## src/design/tpjf_pkg.sv

```systemverilog
`timescale 1ns / 1ps
`default_nettype none
// ----------------------------------------------------------------------------
// tpjf_pkg: shared types and constants of the touch point jump filter
// Register indexes and reset values, sample, config, history and result
// structs used by the output interface, the filter datapath and the top.
// ----------------------------------------------------------------------------
package tpjf_pkg;

    // coordinate and register widths
    localparam int COORD_BITS   = 12;
    localparam int CFG_BITS     = 13;
    localparam int CFG_IDX_BITS = 2;
    localparam int COUNT_BITS   = 4;

    // register indexes
    localparam logic [CFG_IDX_BITS-1:0] REG_SCREEN_WIDTH   = 2'd0;
    localparam logic [CFG_IDX_BITS-1:0] REG_SCREEN_HEIGHT  = 2'd1;
    localparam logic [CFG_IDX_BITS-1:0] REG_JUMP_THRESHOLD = 2'd2;
    localparam logic [CFG_IDX_BITS-1:0] REG_SMOOTH_ENABLE  = 2'd3;

    // register reset values
    localparam logic [CFG_BITS-1:0] RST_SCREEN_WIDTH   = 13'd240;
    localparam logic [CFG_BITS-1:0] RST_SCREEN_HEIGHT  = 13'd320;
    localparam logic [CFG_BITS-1:0] RST_JUMP_THRESHOLD = 13'd80;
    localparam logic                RST_SMOOTH_ENABLE  = 1'b1;

    // one raw controller sample
    typedef struct packed {
        logic [7:0] status_byte;
        logic [7:0] x_high;
        logic [7:0] x_low;
        logic [7:0] y_high;
        logic [7:0] y_low;
    } t_sample;

    // configuration registers
    typedef struct packed {
        logic [CFG_BITS-1:0] screen_width;
        logic [CFG_BITS-1:0] screen_height;
        logic [CFG_BITS-1:0] jump_threshold;
        logic                smooth_enable;
    } t_cfg;

    // last accepted point
    typedef struct packed {
        logic                  has_prev;
        logic [COORD_BITS-1:0] x;
        logic [COORD_BITS-1:0] y;
    } t_hist;

    // one result word
    typedef struct packed {
        logic [COUNT_BITS-1:0] point_count;
        logic                  touched;
        logic                  accepted;
        logic [COORD_BITS-1:0] x_out;
        logic [COORD_BITS-1:0] y_out;
    } t_result;

endpackage
`default_nettype wire

```

## src/design/tpjf_in_if.sv

```systemverilog
`timescale 1ns / 1ps
`default_nettype none
// ----------------------------------------------------------------------------
// tpjf_in_if: sample input channel
// Valid/ready channel carrying one raw touch sample per word.
// ----------------------------------------------------------------------------
interface tpjf_in_if;
    logic       valid;
    logic       ready;
    logic [7:0] status_byte;
    logic [7:0] x_high;
    logic [7:0] x_low;
    logic [7:0] y_high;
    logic [7:0] y_low;

    modport source (output valid, output status_byte, output x_high, output x_low,
                    output y_high, output y_low, input ready);
    modport sink   (input valid, input status_byte, input x_high, input x_low,
                    input y_high, input y_low, output ready);
endinterface
`default_nettype wire

```

## src/design/tpjf_out_if.sv

```systemverilog
`timescale 1ns / 1ps
`default_nettype none
// ----------------------------------------------------------------------------
// tpjf_out_if: filtered point output channel
// Valid/ready channel carrying one filtered touch result per word.
// ----------------------------------------------------------------------------
interface tpjf_out_if;
    import tpjf_pkg::*;

    logic                  valid;
    logic                  ready;
    logic [COUNT_BITS-1:0] point_count;
    logic                  touched;
    logic                  accepted;
    logic [COORD_BITS-1:0] x_out;
    logic [COORD_BITS-1:0] y_out;

    modport source (output valid, output point_count, output touched, output accepted,
                    output x_out, output y_out, input ready);
    modport sink   (input valid, input point_count, input touched, input accepted,
                    input x_out, input y_out, output ready);
endinterface
`default_nettype wire

```

## src/design/touch_point_jump_filter.sv

```systemverilog
`timescale 1ns / 1ps
`default_nettype none
// ----------------------------------------------------------------------------
// touch_point_jump_filter: touch coordinate jump reject and smoothing filter
// Input register, combinational filter datapath, output register.
// ----------------------------------------------------------------------------
// Each sample word gives exactly one result word. The block takes one word per
// cycle while the output is not stalled: the filter logic between the input and
// output registers resolves a sample and updates the stored history as it
// leaves the input register, so the next sample already sees it. A stalled
// output holds its word while one more sample waits in the input register. The
// user must write the configuration registers through i_cfg_we / i_cfg_idx /
// i_cfg_data only while no word is in flight; the block does not enforce it.
// ----------------------------------------------------------------------------
module touch_point_jump_filter (
    input  wire                           i_clk,
    input  wire                           i_rst_n,
    tpjf_in_if.sink                       i_in,
    tpjf_out_if.source                    o_out,
    input  wire                           i_cfg_we,
    input  wire [tpjf_pkg::CFG_IDX_BITS-1:0] i_cfg_idx,
    input  wire [tpjf_pkg::CFG_BITS-1:0]  i_cfg_data
);
    import tpjf_pkg::*;

    t_cfg    r_cfg;
    t_hist   r_hist;
    t_hist   n_hist;
    logic    r_in_valid;
    t_sample r_in_sample;
    logic    r_out_valid;
    t_result r_out_result;
    t_result n_result;
    t_sample in_sample;
    logic    advance;

    // configuration registers
    always_ff @(posedge i_clk) begin
        if (!i_rst_n) begin
            r_cfg.screen_width   <= RST_SCREEN_WIDTH;
            r_cfg.screen_height  <= RST_SCREEN_HEIGHT;
            r_cfg.jump_threshold <= RST_JUMP_THRESHOLD;
            r_cfg.smooth_enable  <= RST_SMOOTH_ENABLE;
        end else if (i_cfg_we) begin
            case (i_cfg_idx)
                REG_SCREEN_WIDTH:   r_cfg.screen_width   <= i_cfg_data;
                REG_SCREEN_HEIGHT:  r_cfg.screen_height  <= i_cfg_data;
                REG_JUMP_THRESHOLD: r_cfg.jump_threshold <= i_cfg_data;
                REG_SMOOTH_ENABLE:  r_cfg.smooth_enable  <= i_cfg_data[0];
                default: ;
            endcase
        end
    end

    // handshake: the sample moves on when the output register is free
    assign advance    = r_in_valid && (!r_out_valid || o_out.ready);
    assign i_in.ready = !r_in_valid || advance;

    assign in_sample.status_byte = i_in.status_byte;
    assign in_sample.x_high      = i_in.x_high;
    assign in_sample.x_low       = i_in.x_low;
    assign in_sample.y_high      = i_in.y_high;
    assign in_sample.y_low       = i_in.y_low;

    // input register
    always_ff @(posedge i_clk) begin
        if (!i_rst_n) begin
            r_in_valid <= 1'b0;
        end else if (i_in.ready) begin
            r_in_valid <= i_in.valid;
        end
    end

    always_ff @(posedge i_clk) begin
        if (i_in.valid && i_in.ready) begin
            r_in_sample <= in_sample;
        end
    end

    // filter datapath
    tpjf_filter u_filter (
        .i_sample (r_in_sample),
        .i_cfg    (r_cfg),
        .i_hist   (r_hist),
        .o_result (n_result),
        .o_hist   (n_hist)
    );

    // history, updated as each sample passes
    always_ff @(posedge i_clk) begin
        if (!i_rst_n) begin
            r_hist <= '0;
        end else if (advance) begin
            r_hist <= n_hist;
        end
    end

    // output register
    always_ff @(posedge i_clk) begin
        if (!i_rst_n) begin
            r_out_valid <= 1'b0;
        end else if (advance) begin
            r_out_valid <= 1'b1;
        end else if (o_out.ready) begin
            r_out_valid <= 1'b0;
        end
    end

    always_ff @(posedge i_clk) begin
        if (advance) begin
            r_out_result <= n_result;
        end
    end

    assign o_out.valid       = r_out_valid;
    assign o_out.point_count = r_out_result.point_count;
    assign o_out.touched     = r_out_result.touched;
    assign o_out.accepted    = r_out_result.accepted;
    assign o_out.x_out       = r_out_result.x_out;
    assign o_out.y_out       = r_out_result.y_out;

`ifndef ASSERT_OFF
    // a rejected or untouched word carries zero coordinates
    a_reject_zero: assert property (@(posedge i_clk) disable iff (!i_rst_n)
        (r_out_valid && !r_out_result.accepted) |->
            (r_out_result.x_out == '0 && r_out_result.y_out == '0))
        else $error("rejected word with nonzero coordinates");

    // only a touched sample can be accepted
    a_accept_touched: assert property (@(posedge i_clk) disable iff (!i_rst_n)
        (r_out_valid && r_out_result.accepted) |-> r_out_result.touched)
        else $error("accepted word without touch");

    // an accepted point becomes the history
    a_hist_follows: assert property (@(posedge i_clk) disable iff (!i_rst_n)
        (advance && n_result.accepted) |=>
            (r_hist.has_prev && r_hist.x == r_out_result.x_out &&
             r_hist.y == r_out_result.y_out))
        else $error("history does not match accepted point");

    // a sample without touch drops the history
    a_no_touch_clear: assert property (@(posedge i_clk) disable iff (!i_rst_n)
        (advance && !n_result.touched) |=> !r_hist.has_prev)
        else $error("history kept after release");

    // a stalled word is not overwritten
    a_no_overrun: assert property (@(posedge i_clk) disable iff (!i_rst_n)
        (r_out_valid && !o_out.ready) |-> !advance)
        else $error("output word overwritten while stalled");
`endif

endmodule
`default_nettype wire

```

## src/design/tpjf_filter.sv

```systemverilog
`timescale 1ns / 1ps
`default_nettype none
// ----------------------------------------------------------------------------
// tpjf_filter: per-sample filter datapath
// Builds the coordinates, checks screen bounds and jump distance, applies
// quarter-weight smoothing and produces the result and the next history.
// ----------------------------------------------------------------------------
module tpjf_filter (
    input  tpjf_pkg::t_sample i_sample,
    input  tpjf_pkg::t_cfg    i_cfg,
    input  tpjf_pkg::t_hist   i_hist,
    output tpjf_pkg::t_result o_result,
    output tpjf_pkg::t_hist   o_hist
);
    import tpjf_pkg::*;

    logic [COUNT_BITS-1:0] count;
    logic                  touched;
    logic [COORD_BITS-1:0] nx;
    logic [COORD_BITS-1:0] ny;
    logic                  in_screen;
    logic [COORD_BITS-1:0] dx;
    logic [COORD_BITS-1:0] dy;
    logic [COORD_BITS:0]   jump_sum;
    logic                  jump_ok;
    logic [COORD_BITS+1:0] sum_x;
    logic [COORD_BITS+1:0] sum_y;
    logic [COORD_BITS-1:0] fx;
    logic [COORD_BITS-1:0] fy;
    logic                  accept;

    // decode sample
    assign count   = i_sample.status_byte[COUNT_BITS-1:0];
    assign touched = (count != '0);
    assign nx      = {i_sample.x_high[3:0], i_sample.x_low};
    assign ny      = {i_sample.y_high[3:0], i_sample.y_low};

    // screen bounds
    assign in_screen = ({1'b0, nx} < i_cfg.screen_width) &&
                       ({1'b0, ny} < i_cfg.screen_height);

    // Manhattan jump against the last accepted point
    assign dx       = (nx >= i_hist.x) ? (nx - i_hist.x) : (i_hist.x - nx);
    assign dy       = (ny >= i_hist.y) ? (ny - i_hist.y) : (i_hist.y - ny);
    assign jump_sum = {1'b0, dx} + {1'b0, dy};
    assign jump_ok  = !i_hist.has_prev || (jump_sum <= i_cfg.jump_threshold);

    // (3*old + new) / 4, floor
    assign sum_x = {1'b0, i_hist.x, 1'b0} + {2'b00, i_hist.x} + {2'b00, nx};
    assign sum_y = {1'b0, i_hist.y, 1'b0} + {2'b00, i_hist.y} + {2'b00, ny};

    always_comb begin
        if (i_hist.has_prev && i_cfg.smooth_enable) begin
            fx = sum_x[COORD_BITS+1:2];
            fy = sum_y[COORD_BITS+1:2];
        end else begin
            fx = nx;
            fy = ny;
        end
    end

    assign accept = touched && in_screen && jump_ok;

    // result word
    always_comb begin
        o_result.point_count = count;
        o_result.touched     = touched;
        o_result.accepted    = accept;
        o_result.x_out       = accept ? fx : '0;
        o_result.y_out       = accept ? fy : '0;
    end

    // history update: no touch drops it, accepted point replaces it
    always_comb begin
        o_hist = i_hist;
        if (!touched) begin
            o_hist.has_prev = 1'b0;
        end else if (accept) begin
            o_hist.has_prev = 1'b1;
            o_hist.x        = fx;
            o_hist.y        = fy;
        end
    end

endmodule
`default_nettype wire

```

## src/flat_wrapper.sv

```systemverilog
// flat-port wrapper written by rule: the top's interface ports become plain ports
module touch_point_jump_filter_flat import tpjf_pkg::*;
  (i_clk, i_rst_n, i_cfg_we, i_cfg_idx, i_cfg_data, i_in_valid, i_in_status_byte, i_in_x_high, i_in_x_low, i_in_y_high, i_in_y_low, i_in_ready, o_out_valid, o_out_point_count, o_out_touched, o_out_accepted, o_out_x_out, o_out_y_out, o_out_ready);
  tpjf_in_if i_in_i ();
  tpjf_out_if o_out_i ();
  input  wire i_clk;
  input  wire i_rst_n;
  input  wire i_cfg_we;
  input  wire [tpjf_pkg::CFG_IDX_BITS-1:0] i_cfg_idx;
  input  wire [tpjf_pkg::CFG_BITS-1:0] i_cfg_data;
  input wire logic [$bits(i_in_i.valid)-1:0] i_in_valid;
  input wire logic [$bits(i_in_i.status_byte)-1:0] i_in_status_byte;
  input wire logic [$bits(i_in_i.x_high)-1:0] i_in_x_high;
  input wire logic [$bits(i_in_i.x_low)-1:0] i_in_x_low;
  input wire logic [$bits(i_in_i.y_high)-1:0] i_in_y_high;
  input wire logic [$bits(i_in_i.y_low)-1:0] i_in_y_low;
  output wire logic [$bits(i_in_i.ready)-1:0] i_in_ready;
  output wire logic [$bits(o_out_i.valid)-1:0] o_out_valid;
  output wire logic [$bits(o_out_i.point_count)-1:0] o_out_point_count;
  output wire logic [$bits(o_out_i.touched)-1:0] o_out_touched;
  output wire logic [$bits(o_out_i.accepted)-1:0] o_out_accepted;
  output wire logic [$bits(o_out_i.x_out)-1:0] o_out_x_out;
  output wire logic [$bits(o_out_i.y_out)-1:0] o_out_y_out;
  input wire logic [$bits(o_out_i.ready)-1:0] o_out_ready;
  assign i_in_i.valid = i_in_valid;
  assign i_in_i.status_byte = i_in_status_byte;
  assign i_in_i.x_high = i_in_x_high;
  assign i_in_i.x_low = i_in_x_low;
  assign i_in_i.y_high = i_in_y_high;
  assign i_in_i.y_low = i_in_y_low;
  assign i_in_ready = i_in_i.ready;
  assign o_out_valid = o_out_i.valid;
  assign o_out_point_count = o_out_i.point_count;
  assign o_out_touched = o_out_i.touched;
  assign o_out_accepted = o_out_i.accepted;
  assign o_out_x_out = o_out_i.x_out;
  assign o_out_y_out = o_out_i.y_out;
  assign o_out_i.ready = o_out_ready;
  touch_point_jump_filter u_core (.i_clk(i_clk), .i_rst_n(i_rst_n), .i_in(i_in_i), .o_out(o_out_i), .i_cfg_we(i_cfg_we), .i_cfg_idx(i_cfg_idx), .i_cfg_data(i_cfg_data));
endmodule
```

## config.mk

```make
export PLATFORM = sky130hd
export DESIGN_NAME = touch_point_jump_filter_flat
export DESIGN_NICKNAME = d
export VERILOG_FILES = /design/src/design/tpjf_pkg.sv /design/src/design/tpjf_in_if.sv /design/src/design/tpjf_out_if.sv /design/src/design/touch_point_jump_filter.sv /design/src/design/tpjf_filter.sv /design/src/flat_wrapper.sv
export SDC_FILE = /design/constraint.sdc
export NUM_CORES = 1
export LEC_CHECK = 0
export ABC_AREA = 1
export BUFFER_PORTS_ARGS = -buffer_cell sky130_fd_sc_hd__buf_2
export CAP_MARGIN = 20
export CORE_MARGIN = 2
export CORE_UTILIZATION = 40
export DETAILED_ROUTE_END_ITERATION = 16
export PLACE_DENSITY_LB_ADDON = 0.3
export SLEW_MARGIN = 5
export SYNTH_ARGS = -nofsm -noshare
export SYNTH_HDL_FRONTEND = slang
export SYNTH_SLANG_ARGS = --single-unit
```

## constraint.sdc

```tcl
create_clock -name i_clk -period 9.9 [get_ports i_clk]
set_input_delay 0.495 -clock i_clk [delete_from_list [all_inputs] [get_ports i_clk]]
set_output_delay 0.495 -clock i_clk [all_outputs]
set_load 0.005 [all_outputs]
```

Word-level counts from Yosys, hierarchy flattened
Index checks and enable logic that the tools add are counted.
{ "classes": {"n_eq_ne": 4, "n_addsub": 9, "n_reduce_logical": 21, "n_mux": 8, "magnitude_cmp": 5} }
{ "ops": {"columns": ["cell", "n"], "rows": [
  ["12-bit 2-to-1 mux", 4],
  ["12-bit subtractor", 4],
  ["13-bit by 12-bit adder with 14-bit output", 2],
  ["14-bit by 12-bit adder with 14-bit output", 2],
  ["12-bit by 13-bit less-than comparator with 1-bit output", 2],
  ["25-bit 2-to-1 mux", 1],
  ["12-bit greater-or-equal comparator", 2],
  ["12-bit by 12-bit adder with 13-bit output", 1],
  ["13-bit less-or-equal comparator", 1],
  ["2-bit AND reduction", 5],
  ["1-bit logical AND", 6],
  ["2-bit equality test (second input constant)", 2],
  ["4-bit nonzero test", 1],
  ["1-bit zero test", 3],
  ["1-bit logical OR", 3],
  ["1-bit 2-to-1 mux", 3],
  ["3-bit AND reduction", 1],
  ["2-bit by 1-bit equality test with 1-bit output (second input constant)", 1],
  ["2-bit zero test", 1],
  ["2-bit by 1-bit != test with 1-bit output (second input constant)", 1],
  ["2-bit nonzero test", 1]
]} }
{ "word_totals": {"out_inout_bits": 32, "register_bits": 125, "in_bits": 60, "elab_cells": 66} }

Longest topological paths before layout
Gate-level depths: netlist of the first run.
{ "depth": {"depth_word": 8, "mapped_depth": 34, "ltp_nobuf": 32} }

Cells and area by module
From an unflattened synthesis of the first run, not the netlist that was laid out.
{ "hier_totals": {"hier_cells": 1736, "hier_area_um2": 11832.6} }
{ "by_module_without_submodules": {"columns": ["module", "cells_each", "instances", "area_each_um2", "seq_area_each_um2"], "rows": [
  ["tpjf_filter", 1244, 1, 6895.4, 0.0],
  ["touch_point_jump_filter", 492, 1, 4937.2, 3443.3]
]} }

Worst setup path before layout of the first run
OpenSTA, ideal clock, no wires.
{ "synth_path": {"kind": "register to register", "start": "register u_core.r_in_sample[16] (netlist name)", "end": "register u_core.r_out_result (netlist bit u_core.o_out.x_out[4]), data pin", "setup_ns": 0.259, "setup_slack_ns": 5.269, "n_path_buf": 2, "synth_period_minus_slack_ns": 4.631, "t_arrival_ns": 4.372, "required_ns": 9.641, "stages_incl_launch_ff": 30, "path_cell_list": "edfxtp_1 inv_1 ha_1 inv_1 fa_1 nand3_1 nand2_1 o211ai_1 nand2_1 buf_4 o21ai_1 inv_1 fa_1 nand3b_1 nand2_1 a21oi_1 o21ai_0 nand2_1 nand2_1 xnor2_1 inv_1 ha_1 nand4_1 nor2_1 nand2_1 nand2_1 nand2_1 nand2_2 buf_2 nor2_1"} }
{ "synth_via": {"elab_chain_len": 6, "word_cells_on_any_way": 13, "cone_classes": "add/sub (4); order compare (3); mux (2); reduce/logical (4)"} }
{ "synth_rtl": {"columns": ["element", "line_no", "text"], "rows": [
  ["from (decl)", "touch_point_jump_filter.sv:30", "t_sample r_in_sample;"],
  ["from (signal assigned)", "touch_point_jump_filter.sv:76", "r_in_sample <= in_sample;"],
  ["12-bit subtractor or 12-bit greater-or-equal comparator (tied branches)", "tpjf_filter.sv:43", "assign dx = (nx >= i_hist.x) ? (nx - i_hist.x) : (i_hist.x - nx);"],
  ["12-bit 2-to-1 mux", "tpjf_filter.sv:43", null],
  ["12-bit by 12-bit adder with 13-bit output", "tpjf_filter.sv:45", "assign jump_sum = {1'b0, dx} + {1'b0, dy};"],
  ["13-bit less-or-equal comparator", "tpjf_filter.sv:46", "assign jump_ok = !i_hist.has_prev || (jump_sum <= i_cfg.jump_threshold);"],
  ["1-bit logical OR", "tpjf_filter.sv:46", null],
  ["1-bit logical AND", "tpjf_filter.sv:62", "assign accept = touched && in_screen && jump_ok;"],
  ["to (signal assigned)", "touch_point_jump_filter.sv:111", "r_out_result <= n_result;"],
  ["to (decl)", "touch_point_jump_filter.sv:32", "t_result r_out_result;"]
]} }
Parallel ways exist; a longest one is shown, timed or not.
A chain may end at the register's enable or synchronous reset.

Worst setup path after layout of the first run
{ "layout_path": {"start": "register u_core.r_in_sample[0] (netlist name)", "end": "register u_core.r_hist[17] (netlist name)"} }
{ "layout_via": {"elab_chain_len": 7, "word_cells_on_any_way": 12, "cone_classes": "add/sub (3); order compare (3); mux (1); reduce/logical (5)"} }
{ "layout_rtl": {"columns": ["element", "line_no", "text"], "rows": [
  ["12-bit subtractor or 12-bit greater-or-equal comparator (tied branches)", "tpjf_filter.sv:44", "assign dy = (ny >= i_hist.y) ? (ny - i_hist.y) : (i_hist.y - ny);"],
  ["12-bit 2-to-1 mux", "tpjf_filter.sv:44", null],
  ["12-bit by 12-bit adder with 13-bit output", "tpjf_filter.sv:45", null],
  ["13-bit less-or-equal comparator", "tpjf_filter.sv:46", null],
  ["1-bit logical OR", "tpjf_filter.sv:46", null],
  ["1-bit logical AND *", "tpjf_filter.sv:62", null],
  ["3-bit AND reduction (no line) *", null, null],
  ["to (signal assigned)", "touch_point_jump_filter.sv:94", "r_hist <= n_hist;"],
  ["to (decl)", "touch_point_jump_filter.sv:27", "t_hist r_hist;"]
]} }
Mark *: on every way between the ends. The rest lies on a longest branch, timed or not.

==> results of run 1 <==
==> stage by stage <==
step                      worst slack [ns]  area (um^2)  util (%)  std cells  power, uW
after global placement               3.519        10920     43.38       1778       1247
after floorplan                      5.269        10270         -       1400       1102
after global routing                 2.776        11470     45.54       1810       1980
after CTS                            3.412        11470     45.54       1810       1852
final                                3.399        11470     45.54       1810       1836
after detailed placement             3.482        10920     43.38       1778       1259
==> cell type report <==
| class | instances | area [um^2] | area share [%] |
|---|---|---|---|
| Clock buffer | 20 | 456.7 | 3.983 |
| Tap cell | 330 | 412.9 | 3.601 |
| Multi-Input combinational cell | 1007 | 6132 | 53.48 |
| Clock inverter | 12 | 86.33 | 0.7529 |
| Timing Repair Buffer | 82 | 417.9 | 3.644 |
| Sequential cell | 125 | 3083 | 26.89 |
| Inverter | 234 | 878.3 | 7.660 |
==> how the worst max path moves through the flow <==
stage / startpoint / to / slack [ns] / cells past startpoint
global placement: u_core.r_in_sample[0] / u_core.r_hist[5] / 3.52 / 27
CTS: u_core.r_in_sample[0] / u_core.r_hist[17] / 3.41 / 27
global route: u_core.r_in_sample[0] / u_core.r_hist[17] / 2.78 / 27
detailed placement: u_core.r_in_sample[0] / u_core.r_hist[5] / 3.48 / 28
floorplan: u_core.r_in_sample[16] / u_core.o_out.x_out[4] / 5.27 / 29
finish: u_core.r_in_sample[0] / u_core.r_hist[17] / 3.40 / 27
==> worst reg2reg max path, delay by kind of cell (launching register included) <==
| family | cells | cell delay, ns |
|---|---|---|
| simple gates | 12 | 2.09 |
| compound gates | 6 | 1.87 |
| fa+ha+maj | 4 | 1.41 |
| flops | 1 | 0.45 |
| buf+inv | 4 | 0.45 |
| xor+xnor | 1 | 0.11 |
==> synth_stat cells (all sizes together), types with 8 or more instances <==
| library cell | number | area, um^2 |
|---|---|---|
| a21oi | 117 | 600.6 |
| buf | 20 | 126.4 |
| clkbuf | 14 | 52.55 |
| dfxtp | 67 | 1341 |
| edfxtp | 58 | 1742 |
| fa | 29 | 580.6 |
| ha | 117 | 1464 |
| inv | 233 | 874.6 |
| nand2 | 354 | 1336 |
| nand3 | 68 | 350.3 |
| nand4 | 15 | 93.84 |
| nor2 | 116 | 450.4 |
| nor3 | 8 | 40.04 |
| o211ai | 11 | 82.58 |
| o21ai | 86 | 430.4 |
| o21bai | 8 | 60.06 |
| xnor2 | 8 | 70.07 |
| xor2 | 37 | 324.1 |
==> routing by layer <==
metal | up-vias | part of all wire [%]
met4 | 2 | 3.8
met1 | 4158 | 45
li1 | 4629 | -
met2 | 176 | 47
met3 | 51 | 3.9
met5 | - | 0.043
==> power breakdown <==
group          leakage (uW)  internal [uW]  switching [uW]  total (uW)
registers           0.00110            572            26.8         599
logic               0.00439            250             400         651
clock network      0.000271            334             252         586
total               0.00576           1160             679        1840
==> registers in the layout (all words and copies together) (netlist names) <==
signal,count
u_core.r_in_sample,28
u_core.r_hist,25
u_core.r_in_valid,1
u_core.r_cfg,40
u_core.o_out.y_out,12
u_core.o_out.point_count,4
u_core.o_out.accepted,1
u_core.o_out.touched,1
u_core.o_out.valid,1
u_core.o_out.x_out,12
==> logic make-up after synthesis <==
group | synth area share [%]
fa+ha+maj | 19.90
buf+inv | 10.29
mux | 0.3898
xor+xnor | 3.837
compound gates | 12.76
simple gates | 22.80
flops | 30.01
==> run summary, run 1 <==
Setup_tns -> 0 ns
Die W -> 164.3 um
CTS buffer count -> 17
RR Endpoint -> u_core.r_hist[17]
Final setup fails -> 0
Number of global-route vias before repair -> 8716
Post-synth cell types -> 39
Post-CTS sizing -> 0
Gr busiest metal -> met2
First-pass detailed-route iteration total -> 5
Period utilisation layout -> 65.66%
DP HPWL -> 21.90 mm
ANT cells -> 0
Crit Path Max Fanout -> 39
Top cell family by delay on the critical path -> simple AND/OR/NAND/NOR gates
Post-synth design cell area -> 10270 um^2
Clk pin slew, worst setup/hold paths -> 0.06 ns
Post-synth EDFFs -> 58
Die ar. -> 26980 um^2
Most used cell, CP -> nand2_1
Initial antenna violation count -> 1
Hold path start -> i_in_x_low[7]
Count of input and output buffers -> 79
Root buf cell -> clkbuf_16
H-Tree Depth -> 4
Die Ht -> 164.3 um
Minimum clock period -> 6.501 ns
Met2 usage -> 36.38%
FP Rows -> 58
Final max-slew violation count -> 0
Final WL -> 27.95 mm
Critical Path RT -> 10.20 ns
Gr ovfl total -> 0
CP bufs+invs -> 4
Worst rel slew slack -> 29.98%
Final Net Count -> 1673
Yosys reg bits -> 125
HP Class -> input pin to register
Area Growth Syn to Fin -> 11.63%
R2r setup slk -> 3.40 ns
CTS Sinks -> 125
Postcts setup bufs -> 0
Max-cap violations -> 0
Fillers -> 2551
Hold Path Stages -> 1
FF-to-FF Start -> u_core.r_in_sample[0]
Worst hold slack -> 0.2409 ns
Total number of vias -> 9016
Most common cell after layout, fill and taps aside -> nand2_1
Met3 Use GR -> 3.737%
Core box area -> 25180 um^2
Worst-Margin Slew -> 1.050 ns
PwrDens -> 160.1 nW/um^2
RSZ-0062 raised after global routing -> no
Worst-skew pair later-pin latency -> 0.42 ns
Remaining routing DRC violations -> 0
Initial Utilization -> 40.79%
CTS tree -> yes
Asr flop ratio synth -> 0%
Most common flop cell mapped by yosys -> dfxtp_1
Status -> completed
Slowest CP cell -> nand3_2
DR iter-0 viols -> 530
Crit end category -> register
GP Congestion -> 0.9112
Share of cells above drive strength 1 -> 8.649%
Critical path type -> register to register
Number of vias per cell -> 4.981
Worst-case reg-to-reg path depth -> 27
Largest net degree at the start of global routing -> 57
Mapped Nets -> 1606
Io pins -> 92
Arrival @ worst endpoint -> 6.80 ns
Leak Pwr -> 0.005762 uW
Antenna-violating nets left -> 0
DR WL/cell -> 15.44 um
First-pass GRT wire length -> 45.04 mm
Clk_skew -> 0.008982 ns
GRT met1 Usage -> 27.51%
CP peak stage delay -> 0.65 ns
Sequential share of the synthesized area -> 30.01%
Critical Path Source Type -> register
Final hold vios -> 0
FMAX -> 153.8 MHz
Hold buffers post-CTS -> 0
Max IR drop VDD -> 0.08161 mV
Syn avg cell area -> 7.337 um^2
GRT Util Overall -> 21.75%
Clk buf depth -> 2
WHS Endpoint -> u_core.r_in_sample[23]
Leading cell types in the layout, fill and taps excluded -> nand2_1, inv_1, ha_1, nor2_1, a21oi_1
Mapped Cells -> 1400
Ys Warns -> 0
Note: power is estimated with default switching activity, not from simulation.
==> run 2: changes to the inputs <==
--- a/config.mk
+++ b/config.mk
@@ -5,7 +5,7 @@
 export SDC_FILE = /design/constraint.sdc
 export NUM_CORES = 1
 export LEC_CHECK = 0
-export ABC_AREA = 1
+export ABC_AREA = 0
 export BUFFER_PORTS_ARGS = -buffer_cell sky130_fd_sc_hd__buf_2
 export CAP_MARGIN = 20
 export CORE_MARGIN = 2
==> constraint.sdc (replaced) <==
create_clock -name i_clk -period 5.7 [get_ports i_clk]
set_input_delay 0.285 -clock i_clk [delete_from_list [all_inputs] [get_ports i_clk]]
set_output_delay 0.285 -clock i_clk [all_outputs]
set_load 0.005 [all_outputs]
==> run 2 against run 1 <==
  * The flow now finishes with violations (negative setup slack)
  * Clock skew rose by 0.023 ns
  * Count of clock-buffer cells in the layout fell by 3
  * Clock power rose by 93%
  * Wire length fell by 7.6%
  * Combinational power rose by 74%
  * Via count fell by 12%
  * Total power rose by 78%
  * First-iteration DRC count fell by 7.7%
  * Critical path depth rose by 3
  * Final cell count fell by 17%
  * Register-to-register slack got worse by 3.7 ns
  * Die area fell by 9.9%
  * Largest power group unchanged
==> run summary, run 2 <==
Status -> finished with violations
Failing checks -> negative setup slack
Critical path type -> register to register
Placed cells -> 1433
Most common flop cell mapped by yosys -> dfxtp_1
Worst setup path startpoint -> u_core.r_in_sample[16]
Die ar. -> 24310 um^2
PwrDens -> 279.7 nW/um^2
Post-synth design cell area -> 9233 um^2
Setup ws final -> -0.2705 ns
Antenna-violating nets left -> 0
Max-cap violations -> 0
Area Growth Syn to Fin -> 26.64%
Critical Path RT -> 5.99 ns
Final WL -> 25.83 mm
Worst-case reg-to-reg path depth -> 30
Syn avg cell area -> 9.096 um^2
HP Class -> input pin to register
Regs by FF count -> u_core.r_cfg: 40 flops, u_core.r_in_sample: 28 flops, u_core.r_hist: 25 flops
Slowest CP cell -> edfxtp_1
CTS tree -> yes
Clk_skew -> 0.03203 ns
RR Endpoint -> u_core.o_out.y_out[7]
Mapped Cells -> 1015
R2r setup slk -> -0.27 ns
First-pass GRT wire length -> 40.43 mm
Top post-synthesis cells by area -> edfxtp_1, ha_1, dfxtp_1
Largest register FFs -> 40
Largest net degree at the start of global routing -> 40
Uppermost layer routed -> met4
Worst-Margin Slew -> 0.9398 ns
DP HPWL -> 18.61 mm
CTS buffer count -> 17
Final max-slew violation count -> 0
Met3 wire length -> 1.553 mm
Fin util -> 51.64%
CTS Sinks -> 125
Final Net Count -> 1404
Total number of vias -> 7953
GRT Util Overall -> 21.48%
Top-area cell type share of the netlist area -> 18.86%
FMAX -> 167.5 MHz
Post-synth cell types -> 63
ANT cells -> 0
Mapped Nets -> 1221
Max IR drop VDD -> 0.2689 mV
Core box area -> 22640 um^2
RSZ-0062 raised after global routing -> yes
Number of global-route vias before repair -> 7836
Final setup fails -> 50
Gr ovfl total -> 0
Worst hold slack -> 0.01841 ns
Top-count cell post-synth -> ha_1
Largest area contributor in the netlist -> edfxtp_1
Root buf cell -> clkbuf_16
FP Rows -> 55
Met2 WL -> 11.73 mm
CP peak stage delay -> 0.39 ns
DR iter-0 viols -> 489
Die Ht -> 155.9 um
Hold buffers post-CTS -> 0
Worst rel slew slack -> 37.11%
Clk buf depth -> 2
Die W -> 155.9 um
Worst-skew pair later-pin latency -> 0.45 ns
Post-synth EDFFs -> 58
Leading cell types in the layout, fill and taps excluded -> ha_1, nand2_1, inv_1, a21oi_1, buf_4
Remaining routing DRC violations -> 0
Initial Utilization -> 40.78%
Minimum clock period -> 5.971 ns
Asr flop ratio synth -> 0%
DR WL/cell -> 17.27 um
Count of input and output buffers -> 79
Io pins -> 92
Yosys reg bits -> 125
First-pass detailed-route iteration total -> 5
Most common cell after layout, fill and taps aside -> ha_1
Clk pin slew, worst setup/hold paths -> 0.07 ns
Biggest register -> u_core.r_cfg
Non-filler cells in the finished layout -> 1496
Routed metal-1 wirelength -> 12.01 mm
Share of cells above drive strength 1 -> 22.87%
Most used cell, CP -> a21o_1
Crit end category -> register
H-Tree Depth -> 4
Ys Warns -> 0
Number of vias per cell -> 5.316
Critical Path Source Type -> register
Post-synth top cells -> ha_1, nand2_1, a21oi_1
Crit Path Max Fanout -> 7
CP endpoint -> u_core.o_out.y_out[7]
Final hold vios -> 0
Arrival @ worst endpoint -> 6.26 ns
FF-to-FF Start -> u_core.r_in_sample[16]
Sequential share of the synthesized area -> 33.39%
Period utilisation layout -> 104.7%
Leak Pwr -> 0.005116 uW
GP Congestion -> 0.8846
Initial antenna violation count -> 0
[run 2: how the worst min path moves through the flow]
| stage | from | to | slack (ns) | cells past startpoint |
|---|---|---|---|---|
| floorplan | i_in_y_low[0] | u_core.r_in_sample[0] | 0.38 | 0 |
| global placement | u_core.r_in_sample[33] | u_core.o_out.point_count[1] | 0.44 | 0 |
| detailed placement | u_core.r_in_sample[35] | u_core.o_out.point_count[3] | 0.44 | 0 |
| CTS | i_in_y_low[2] | u_core.r_in_sample[2] | 0.02 | 1 |
| global route | i_in_y_low[0] | u_core.r_in_sample[0] | 0.01 | 1 |
| finish | i_in_x_low[3] | u_core.r_in_sample[19] | 0.02 | 1 |
[run 2: kinds of logic after synthesis]
family,synth area share (%)
muxes,2.954
xor gates and xnor gates,4.269
DFF,33.39
AOI/OAI and AO/OA,18.31
adders and majority gates,22.14
buffers and inverters,6.058
and+or+nand+nor,12.87
[run 2: layout make-up]
class / count / area, um^2
repair buffers: 199 / 1488
fillers: 2059 / 10950
inverters: 104 / 390.4
clock inverters: 15 / 173.9
flip-flops and latches: 125 / 3083
well taps: 285 / 356.6
clock buffers: 17 / 425.4
multi-input cells: 751 / 5776
[run 2: metrics by stage]
step	worst slack, ns	TNS (ns)	total power [uW]	cell area (um^2)
4_1_cts	-0.1757	-5.845	3233	11550
3_5_place_dp	-0.3084	-12.86	2016	10530
2_1_floorplan	0.07836	0	1697	9233
5_1_grt	-0.5587	-24.55	3450	11690
6_report	-0.2705	-9.400	3270	11690
3_3_place_gp	-0.1613	-5.653	1993	10530
[run 2: critical path, delay by kind of cell, from the launching register on]
kind | cells | cell delay [ns]
compound gates | 15 | 2.62
xor+xnor | 2 | 0.45
fa+ha+maj | 4 | 1.05
buf+inv | 5 | 0.58
flops | 1 | 0.39
mux | 1 | 0.27
simple gates | 3 | 0.45
[run 2: layer usage]
metal,global-route usage (%),vias to the layer above
li1,-,3914
met1,29.10,3786
met2,34.37,219
met3,4.278,34
met4,7.427,0
met5,0,-
[run 2: what timing repair did]
action	CTS	global route
resized for setup	42	14
gates cloned	5	2
pin swaps	12	23
endpoints found under the setup margin	50	50
setup buffers	17	8
[run 2: where the power goes]
part,switching [uW],internal (uW)
Sequential,28.9,984
Clock,471,659
Combinational,582,545
Total,1080,2190
==> run 3: changes to the inputs <==
--- a/config.mk
+++ b/config.mk
@@ -8,11 +8,12 @@
 export ABC_AREA = 0
 export BUFFER_PORTS_ARGS = -buffer_cell sky130_fd_sc_hd__buf_2
 export CAP_MARGIN = 20
+export CELL_PAD_IN_SITES_DETAIL_PLACEMENT = 2
+export CELL_PAD_IN_SITES_GLOBAL_PLACEMENT = 2
 export CORE_MARGIN = 2
-export CORE_UTILIZATION = 40
+export CORE_UTILIZATION = 34
 export DETAILED_ROUTE_END_ITERATION = 16
 export PLACE_DENSITY_LB_ADDON = 0.3
-export SLEW_MARGIN = 5
 export SYNTH_ARGS = -nofsm -noshare
 export SYNTH_HDL_FRONTEND = slang
 export SYNTH_SLANG_ARGS = --single-unit
==> run 3 against run 2 <==
  * The flow still finishes with violations (negative setup slack)
  * Final cell count rose by 3.6%
  * Sequential power barely moved
  * Critical path depth rose by 1
  * Combinational power rose by 19%
  * Hold slack got worse by 0.0070 ns
  * Flip-flop and latch count did not move
  * Maximum frequency fell by 7.6%
  * Core utilization fell by 8.0 points
  * Register-to-register slack got worse by 0.49 ns
==> run summary, run 3 (same netlist as run 2, synthesis figures left out) <==
Worst-Margin Slew -> 0.9853 ns
Max IR drop VDD -> 0.1584 mV
CTS Sinks -> 125
Clk_skew -> 0.01762 ns
Critical Path RT -> 6.02 ns
Worst setup path startpoint -> u_core.r_in_sample[16]
Die W -> 168.8 um
Power share of the sequential group -> 29.5%
CP peak stage delay -> 0.41 ns
Fin area -> 11690 um^2
Setup_tns -> -27.38 ns
Count of input and output buffers -> 79
Most common cell after layout, fill and taps aside -> ha_1
Clk pin slew, worst setup/hold paths -> 0.07 ns
Sw Pwr -> 1308 uW
Arrival @ worst endpoint -> 6.78 ns
Sw Ratio -> 38.02%
Number of vias per cell -> 5.588
Failing checks -> negative setup slack
Area Growth Syn to Fin -> 26.64%
Total number of vias -> 8662
Number of global-route vias before repair -> 9213
FMAX -> 154.8 MHz
CTS tree -> yes
Initial antenna violation count -> 1
GRT Util Overall -> 24.41%
Worst rel slew slack -> 34.32%
Share of cells above drive strength 1 -> 23.90%
Largest net degree at the start of global routing -> 52
Antenna-violating nets left -> 0
Setup ws final -> -0.7600 ns
Initial Utilization -> 34.45%
Fillers -> 2896
Hold path start -> i_in_status_byte[1]
Final max-slew violation count -> 0
FF-to-FF Start -> u_core.r_in_sample[16]
Final setup fails -> 50
FP Rows -> 60
Placed instance area -> 10640 um^2
GP Congestion -> 0.8672
Slowest CP cell -> edfxtp_1
Regs by FF count -> u_core.r_cfg: 40 flops, u_core.r_in_sample: 28 flops, u_core.r_hist: 25 flops
Leading cell types in the layout, fill and taps excluded -> ha_1, nand2_1, buf_4, inv_1, a21oi_1
Combinational power share -> 39.1%
Max-cap violations -> 0
Final hold vios -> 0
Clk buf depth -> 2
Worst-skew pair later-pin latency -> 0.44 ns
H-Tree Depth -> 4
Critical path type -> register to register
RSZ-0062 raised after global routing -> yes
HP Class -> input pin to register
ANT cells -> 0
P_int -> 2133 uW
Remaining routing DRC violations -> 0
Die ar. -> 28490 um^2
Status -> finished with violations
Period utilisation layout -> 113.3%
Leak Pwr -> 0.005061 uW
Biggest register -> u_core.r_cfg
Critical Path Source Type -> register
Largest register FFs -> 40
DP HPWL -> 24.60 mm
First-pass GRT wire length -> 52.99 mm
Crit end category -> register
Clock power share -> 31.4%
Gr ovfl total -> 0
CTS buffer count -> 17
Hold buffers post-CTS -> 0
First-pass detailed-route iteration total -> 4
PwrDens -> 294.2 nW/um^2
DR WL/cell -> 25.16 um
DR iter-0 viols -> 575
Crit Path Max Fanout -> 11
Final Net Count -> 1402
Minimum clock period -> 6.460 ns
Core box area -> 26800 um^2
Io pins -> 92
Root buf cell -> clkbuf_16
Die Ht -> 168.8 um
Pre-CTS WS -> -0.4956 ns
Final WL -> 39.00 mm
run 3: cell types whose count changed in the layout (fill, tap and decap cells not counted), moves of 3 or more:
cell / previous run / this run
nor2_4: 9 / 2
a211oi_1: 19 / 15
a211oi_2: 2 / 6
nor2_1: 65 / 69
buf_16: 3 / 0
buf_6: 9 / 6
nor2_2: 4 / 7
o21ai_2: 0 / 3
run 3: layout make-up:
class | instances | area [um^2] | area share (%)
multi-input combinational | 751 | 5829 | 49.86
tap | 341 | 426.7 | 3.649
clock buffer | 18 | 429.2 | 3.670
timing repair buffer | 197 | 1409 | 12.05
inverter | 104 | 390.4 | 3.339
clock inverter | 14 | 125.1 | 1.070
sequential | 125 | 3083 | 26.37
run 3: per-stage QoR:
stage | hold WS [ns] | instances | total power [uW] | util [%]
after global placement | 0.4393 | 1496 | 2045 | 39.72
after CTS | 0.009569 | 1538 | 3248 | 42.61
after detailed placement | 0.4494 | 1496 | 2105 | 39.72
after global routing | 0.005096 | 1550 | 3584 | 43.63
after floorplan | 0.3839 | 1015 | 1697 | -
final | 0.01145 | 1550 | 3440 | 43.63
run 3: what timing repair did:
action,4_1_cts,5_1_grt
hold endpoints to repair,0,0
setup endpoints to repair,50,50
resized for setup,36,38
gates cloned,2,2
pin swaps,21,25
buffers inserted,8,10
run 3: power groups by stage:
stage | sequential, uW | clock [uW] | combinational (uW)
finish | 1020 | 1080 | 1340
global route | 1020 | 1130 | 1440
CTS | 1010 | 1090 | 1150
detailed placement | 1030 | 0 | 1070
global placement | 1030 | 0 | 1010
floorplan | 1030 | 0 | 664
run 3: worst paths after layout:
path	to	slack, ns	cells after the start
max	u_core.r_hist[8]	-0.76	31
min	u_core.r_in_sample[33]	0.01	1
max reg2reg	u_core.r_hist[8]	-0.76	31
min reg2reg	u_core.r_cfg[30]	0.46	2
run 3: worst max-delay path: cells and delay by family (launching register included):
family,cells,cell delay [ns]
AO/OA/AOI/OAI,15,3.02
multiplexers,1,0.18
adder cells (fa/ha/maj),4,1.05
flip-flops,1,0.41
buffers and inverters,7,0.88
AND/OR/NAND/NOR,2,0.55
XOR/XNOR,2,0.26
run 3: layer usage:
metal / up-vias / routed length (um) / track usage, %
met4: 0 / 1120 / 5.885
li1: 3909 / - / -
met1: 4461 / 16730 / 32.27
met3: 71 / 1573 / 3.086
met5: - / 0 / 0
met2: 221 / 19580 / 42.44
